**src/hw/rtl/mid_pkg.sv**
```systemverilog
package mid_pkg;

    localparam int IntervalWidth = 16;
    localparam int ByteWidth     = 8;
    localparam int CountWidth    = 3;

    localparam logic [IntervalWidth-1:0] TIMEOUT_RESET = 16'd1000;

    // Decoder state carried from one interval to the next.
    typedef struct packed {
        logic                     sync_pending;
        logic [IntervalWidth-1:0] period_estimate;
        logic                     at_midpoint;
        logic [ByteWidth-1:0]     shift_bits;
        logic [CountWidth-1:0]    bit_count;
    } mid_state_t;

    localparam mid_state_t STATE_RESET = '{
        sync_pending:    1'b1,
        period_estimate: '0,
        at_midpoint:     1'b0,
        shift_bits:      '0,
        bit_count:       '0
    };

    // What one interval produces besides the next state.
    typedef struct packed {
        logic                 byte_vld;
        logic [ByteWidth-1:0] data_byte;
    } mid_result_t;

endpackage

```
**src/hw/rtl/manchester_interval_decoder.sv**
```systemverilog
// Decodes a Manchester line from the measured times between its edges. Each
// transfer on the s_ channel carries one edge-to-edge interval in microseconds;
// every eighth decoded bit produces one byte on the m_ channel, first bit in
// the most significant position. An interval above cfg_timeout_us drops sync
// and discards any partial byte. The block takes one interval per clock cycle
// as long as results are taken; an interval passes an input register and the
// decode logic, and its byte is then written into the result register. A held
// result stalls only intervals that complete a byte.
module manchester_interval_decoder
    import mid_pkg::*;
(
    input  logic                     aclk,
    input  logic                     aresetn,

    input  logic                     cfg_valid,
    output logic                     cfg_ready,
    input  logic [IntervalWidth-1:0] cfg_timeout_us,

    input  logic                     s_valid,
    output logic                     s_ready,
    input  logic [IntervalWidth-1:0] s_interval_us,

    output logic                     m_valid,
    input  logic                     m_ready,
    output logic [ByteWidth-1:0]     m_data_byte
);

    logic [IntervalWidth-1:0] timeout_reg;
    logic                     in_vld_reg;
    logic [IntervalWidth-1:0] in_interval_reg;
    mid_state_t               state_reg;
    mid_state_t               state_next;
    mid_result_t              step_result;
    logic                     out_vld_reg;
    logic [ByteWidth-1:0]     out_byte_reg;
    logic                     out_free;
    logic                     proc_fire;

    mid_step u_step (
        .state       (state_reg),
        .interval_us (in_interval_reg),
        .timeout_us  (timeout_reg),
        .state_next  (state_next),
        .result      (step_result)
    );

    assign cfg_ready = 1'b1;
    assign out_free  = !out_vld_reg || m_ready;
    // The held interval is decoded once there is room for any byte it yields.
    assign proc_fire = in_vld_reg && (!step_result.byte_vld || out_free);
    assign s_ready   = !in_vld_reg || proc_fire;

    assign m_valid     = out_vld_reg;
    assign m_data_byte = out_byte_reg;

    always_ff @(posedge aclk) begin
        if (!aresetn) begin
            timeout_reg <= TIMEOUT_RESET;
        end else if (cfg_valid && cfg_ready) begin
            timeout_reg <= cfg_timeout_us;
        end
    end

    always_ff @(posedge aclk) begin
        if (!aresetn) begin
            in_vld_reg <= 1'b0;
        end else if (s_ready) begin
            in_vld_reg <= s_valid;
        end
    end

    always_ff @(posedge aclk) begin
        if (s_valid && s_ready) begin
            in_interval_reg <= s_interval_us;
        end
    end

    always_ff @(posedge aclk) begin
        if (!aresetn) begin
            state_reg <= STATE_RESET;
        end else if (proc_fire) begin
            state_reg <= state_next;
        end
    end

    always_ff @(posedge aclk) begin
        if (!aresetn) begin
            out_vld_reg <= 1'b0;
        end else if (proc_fire && step_result.byte_vld) begin
            out_vld_reg <= 1'b1;
        end else if (m_ready) begin
            out_vld_reg <= 1'b0;
        end
    end

    always_ff @(posedge aclk) begin
        if (proc_fire && step_result.byte_vld) begin
            out_byte_reg <= step_result.data_byte;
        end
    end

    a_reset_empty: assert property (@(posedge aclk)
        !aresetn |=> !in_vld_reg && !out_vld_reg)
        else $error("pipeline not empty after reset");

    a_stall_means_held: assert property (@(posedge aclk) disable iff (!aresetn)
        !s_ready |-> in_vld_reg && !out_free)
        else $error("input stalled without a held interval and a blocked result");

    a_byte_clears_assembler: assert property (@(posedge aclk) disable iff (!aresetn)
        proc_fire && step_result.byte_vld
        |=> m_valid && state_reg.bit_count == '0 && state_reg.shift_bits == '0)
        else $error("completed byte did not reach the output or clear the assembler");

    a_timeout_drops_sync: assert property (@(posedge aclk) disable iff (!aresetn)
        proc_fire && (in_interval_reg > timeout_reg)
        |=> state_reg.sync_pending && state_reg.bit_count == '0
            && !m_valid == $past(!m_valid || m_ready))
        else $error("interval above timeout did not drop sync");

endmodule

```
**src/hw/rtl/mid_step.sv**
```systemverilog
module mid_step
    import mid_pkg::*;
(
    input  mid_state_t               state,
    input  logic [IntervalWidth-1:0] interval_us,
    input  logic [IntervalWidth-1:0] timeout_us,
    output mid_state_t               state_next,
    output mid_result_t              result
);

    logic [IntervalWidth:0]   threshold;
    logic [IntervalWidth:0]   short_sum;
    logic [IntervalWidth+1:0] long_sum;
    logic                     push;
    logic                     push_bit;
    logic [ByteWidth-1:0]     shifted;
    logic [CountWidth-1:0]    count_inc;

    // The threshold is 1.5 times the estimate, kept at 17 bits so it never wraps.
    assign threshold = {1'b0, state.period_estimate}
                     + {2'b00, state.period_estimate[IntervalWidth-1:1]};
    assign short_sum = {1'b0, state.period_estimate} + {1'b0, interval_us};
    assign long_sum  = {1'b0, state.period_estimate, 1'b0} + {2'b00, interval_us};

    assign shifted   = {state.shift_bits[ByteWidth-2:0], push_bit};
    assign count_inc = state.bit_count + CountWidth'(1);

    always_comb begin
        state_next = state;
        push       = 1'b0;
        push_bit   = 1'b0;
        result     = '0;

        if (interval_us > timeout_us) begin
            state_next.sync_pending = 1'b1;
            state_next.shift_bits   = '0;
            state_next.bit_count    = '0;
        end else if (state.sync_pending) begin
            state_next.period_estimate = interval_us;
            state_next.at_midpoint     = 1'b1;
            state_next.sync_pending    = 1'b0;
        end else if ({1'b0, interval_us} < threshold) begin
            // Short interval: a bit is complete only on the second half-bit edge.
            if (state.at_midpoint) begin
                state_next.at_midpoint = 1'b0;
                push                   = 1'b1;
                push_bit               = 1'b1;
            end else begin
                state_next.at_midpoint = 1'b1;
            end
            state_next.period_estimate = short_sum[IntervalWidth:1];
        end else begin
            push                       = 1'b1;
            push_bit                   = 1'b0;
            state_next.period_estimate = long_sum[IntervalWidth+1:2];
        end

        if (push) begin
            state_next.bit_count = count_inc;
            if (count_inc == '0) begin
                result.byte_vld       = 1'b1;
                result.data_byte      = shifted;
                state_next.shift_bits = '0;
            end else begin
                state_next.shift_bits = shifted;
            end
        end
    end

endmodule
```
**config.mk**
```make
export PLATFORM = sky130hd
export DESIGN_NAME = manchester_interval_decoder
export DESIGN_NICKNAME = d
export VERILOG_FILES = /design/src/hw/rtl/mid_pkg.sv /design/src/hw/rtl/manchester_interval_decoder.sv /design/src/hw/rtl/mid_step.sv
export SDC_FILE = /design/constraint.sdc
export NUM_CORES = 1
export LEC_CHECK = 0
export ABC_AREA = 0
export BUFFER_PORTS_ARGS = -buffer_cell sky130_fd_sc_hd__buf_2
export CORE_MARGIN = 4
export CORE_UTILIZATION = 50
export CTS_CLUSTER_DIAMETER = 100
export DETAILED_ROUTE_END_ITERATION = 8
export PLACE_DENSITY = 0.78
export SETUP_SLACK_MARGIN = 0.3
export SLEW_MARGIN = 0
export SYNTH_ARGS = -nofsm -noshare
export SYNTH_HDL_FRONTEND = slang
export SYNTH_SLANG_ARGS = --single-unit
```
**constraint.sdc**
```tcl
create_clock -name aclk -period 5.99 [get_ports aclk]
set_clock_uncertainty 0.2 [all_clocks]
set_input_delay 0.599 -clock aclk [delete_from_list [all_inputs] [get_ports aclk]]
set_output_delay 0.599 -clock aclk [all_outputs]
set_load 0.01 [all_outputs]
```
==> summary.md <==
| Metric | Value |
|---|---|
| Number of DRC markers in iteration 0 | 221 |
| Vias per cell | 5.85 |
| Worst setup EP type | flip-flop |
| Initial core utilization | 0.522 |
| Core area | 9420 um^2 |
| Routed Antenna Nets | 0 |
| Tcrit/Tclk final | 0.944 |
| EDFF count, synth | 24 |
| Crit path buffers/inverters | 2 |
| Die H | 107 um |
| Drt wl/cell | 16.4 um |
| Worst-margin pin slew | 1.17 ns |
| PortBufs | 46 |
| Die W | 107 um |
| Io pins | 48 |
| Post-synth top area share | 0.187 |
| Total Power | 1.42 mW |
| Crit start category | flip-flop |
| Detailed placement HPWL | 8250 um |
| Site Rows | 35 |
| Cts hold-fix bufs | 0 |
| Total CTS buffers | 9 |
| GPL Wtd Cong | 0.873 |
| Synth area leader | dfxtp_1 |
| Max FFs per register | 28 |
| Cell Pwr Density | 239 nW/um^2 |
| Clock sink total | 70 |
| Initial antenna violation count | 0 |
| Mapped Avg Cell Area | 9.45 um^2 |
| First-pass DRT Iterations | 4 |
| Leak Pwr | 2.67 nW |
| Seq cells post-synth | 70 |
| Htree depth | 3 |
| DIE AREA | 11500 um^2 |
| Req. time, crit path | 6.02 ns |
| CP peak stage delay | 0.39 ns |
| Ys async rst share | 0 |
| P&R area growth vs syn | 21.2% |
| Grt ovf | 0 |
| First-pass GRT wire length | 18900 um |
| Nets | 694 |
| DRC viols | 0 |
| CP max-delay cell | fa_2 |
| Clk slew on worst S/H paths | 0.08 ns |
| Vias | 4238 |
| Max-slew violation count | 0 |
| Layout cells sized above 1 | 0.277 |
| Peak supply drop | 0.179 mV |
| Max Freq | 177 MHz |
| Longest Clk Path Bufs | 2 |
| Crit Path Max Fanout | 5 |
| DRT Wirelength | 11900 um |
| Count of cell types in the netlist | 58 |
| RSZ-0062 raised after global routing | yes |
| Vias in the first global route | 4193 |
| Antenna Cells | 0 |
| Clk_lat worst skew | 0.36 ns |
| Setup Crit Path Kind | flip-flop to flip-flop |
| CP top delay family | compound AO/OA/AOI/OAI gates |
| Syn nets | 623 |
| Register area share after synthesis | 0.334 |
| Final hold violations | 0 |
| Largest net degree at the start of global routing | 39 |
| Clock tree root driver cell | clkbuf_8 |
| Max_slew headroom | 0.217 |
| Max Cap Viol | 0 |
| Min Tclk post-route | 5.66 ns |
| DP Cell Count | 689 |
| Final setup viols | 0 |
| Worst hold slack | 0.212 ns |
| Most used cell, CP | a21oi_2 |
| Outcome | finished, final reports clean |
| CTS tree | done |
| Cells after synthesis | 520 |
| Post-synthesis cell area | 4910 um^2 |
| HP Class | input pin to flip-flop |
| Synth warn | 0 |
| Non-filler cells, final | 725 |
| Synth top area cells | dfxtp_1 19%, ha_1 16%, edfxtp_1 15% |
| Most common flop cell mapped by yosys | dfxtp_1 |
| GRT Overall Usage | 0.201 |
| Crit path DAT | 5.69 ns |
## path summary, 6_finish.rpt
path	start	end	slack, ns	depth (start not counted)
max reg2reg	state_reg[14]$_SDFFE_PN0P_	state_reg[25]$_SDFFE_PN0P_	0.33	27
min reg2reg	state_reg[9]$_SDFFE_PN0P_	state_reg[9]$_SDFFE_PN0P_	0.29	1
min	s_interval_us[4]	in_interval_reg[4]$_DFFE_PP_	0.21	1
max	state_reg[14]$_SDFFE_PN0P_	state_reg[25]$_SDFFE_PN0P_	0.33	27
## layout make-up
| type | count | area, um^2 |
|---|---|---|
| clock buffers | 9 | 124 |
| clock inverters | 7 | 77.6 |
| fillers | 757 | 3460 |
| inverters | 32 | 120 |
| multi-input cells | 402 | 3360 |
| flip-flops and latches | 70 | 1650 |
| well taps | 129 | 161 |
| repair buffers | 76 | 463 |
## timing repair
| item | 4_1_cts | 5_1_grt |
|---|---|---|
| setup buffers | 7 | 13 |
| pin swaps | 17 | 43 |
| gates resized for setup | 25 | 30 |
| setup endpoints to repair | 12 | 12 |
| gates cloned | 0 | 0 |
## per-layer routing
layer | track usage | part of all wire
met5 | 0 | 0
met4 | 0.0676 | 0.016
met3 | 0.0439 | 0.042
met2 | 0.369 | 0.53
met1 | 0.228 | 0.41
## Yosys cell counts (6+ instances only)
library cell   n
ha_1          64
dfxtp_1       46
a21oi_1       43
nand2_1       35
inv_1         32
o21ai_0       31
edfxtp_1      24
nor2_1        19
nor2b_1       17
mux2i_1       16
mux2_2        15
a21o_1        14
xnor2_1       13
clkbuf_1      12
o211ai_1      12
xor2_1        12
nor3_1        11
a22o_1        10
and2_1        10
nand3_1        7
nand3b_1       7
nand4_1        7
o211a_1        6
## power by group
part	switching [mW]	leakage (nW)	internal, mW
clock	0.192	0.101	0.196
combinational	0.250	1.94	0.230
sequential	0.0382	0.629	0.516
total	0.481	2.67	0.942
## placed cells by master (no fill, tap or decap), types with 3 or more instances in the layout
master    count
nand3b_1      7
o31a_1        3
and2_1       10
a21o_1       14
dfxtp_1      43
mux2_2       13
nand3_1       6
a21oi_1      28
o211ai_1     12
buf_4        28
mux2_4        3
buf_2        46
ha_1         54
inv_6         3
a31oi_1       3
o211a_1       6
nor2b_1      17
mux2i_1      16
dfxtp_4       3
xor2_1       12
nor3_1        9
edfxtp_1     24
a21oi_2      15
inv_1        31
nand4_1       7
o21ai_2       4
nand2_1      35
xnor2_1      13
nor2_1       17
ha_4          8
o21ai_0      27
a22o_1        9
nor4_1        3
o21a_1        4
clkbuf_8      9
## cell families after synthesis
group / count (synthesis) / synth area share
xor+xnor: 25 / 0.0446
flops: 70 / 0.334
other cells: 1 / 0.000763
simple gates: 128 / 0.134
buf+inv: 48 / 0.0377
compound gates: 150 / 0.208
fa+ha+maj: 66 / 0.171
mux: 32 / 0.0700
## stage by stage
stage | utilization | instance area [um^2] | setup WS, ns | setup TNS, ns
after floorplan | - | 4950 | 0.296 | 0
after global placement | 0.568 | 5350 | 0.0362 | 0
after detailed placement | 0.568 | 5350 | -0.0755 | -0.183
after CTS | 0.605 | 5690 | 0.293 | 0
after global routing | 0.632 | 5950 | 0.103 | 0
final | 0.632 | 5950 | 0.334 | 0
## worst reg2reg max path, delay by kind of cell, from the launching register on
family                   cells  cell delay, ns
multiplexers                 1            0.21
adder cells (fa/ha/maj)      3            1.00
AO/OA/AOI/OAI               17            2.84
AND/OR/NAND/NOR              3            0.46
buffers and inverters        2            0.27
XOR/XNOR                     1            0.18
flip-flops                   1            0.38
Note: power is estimated with default switching activity, not from simulation.
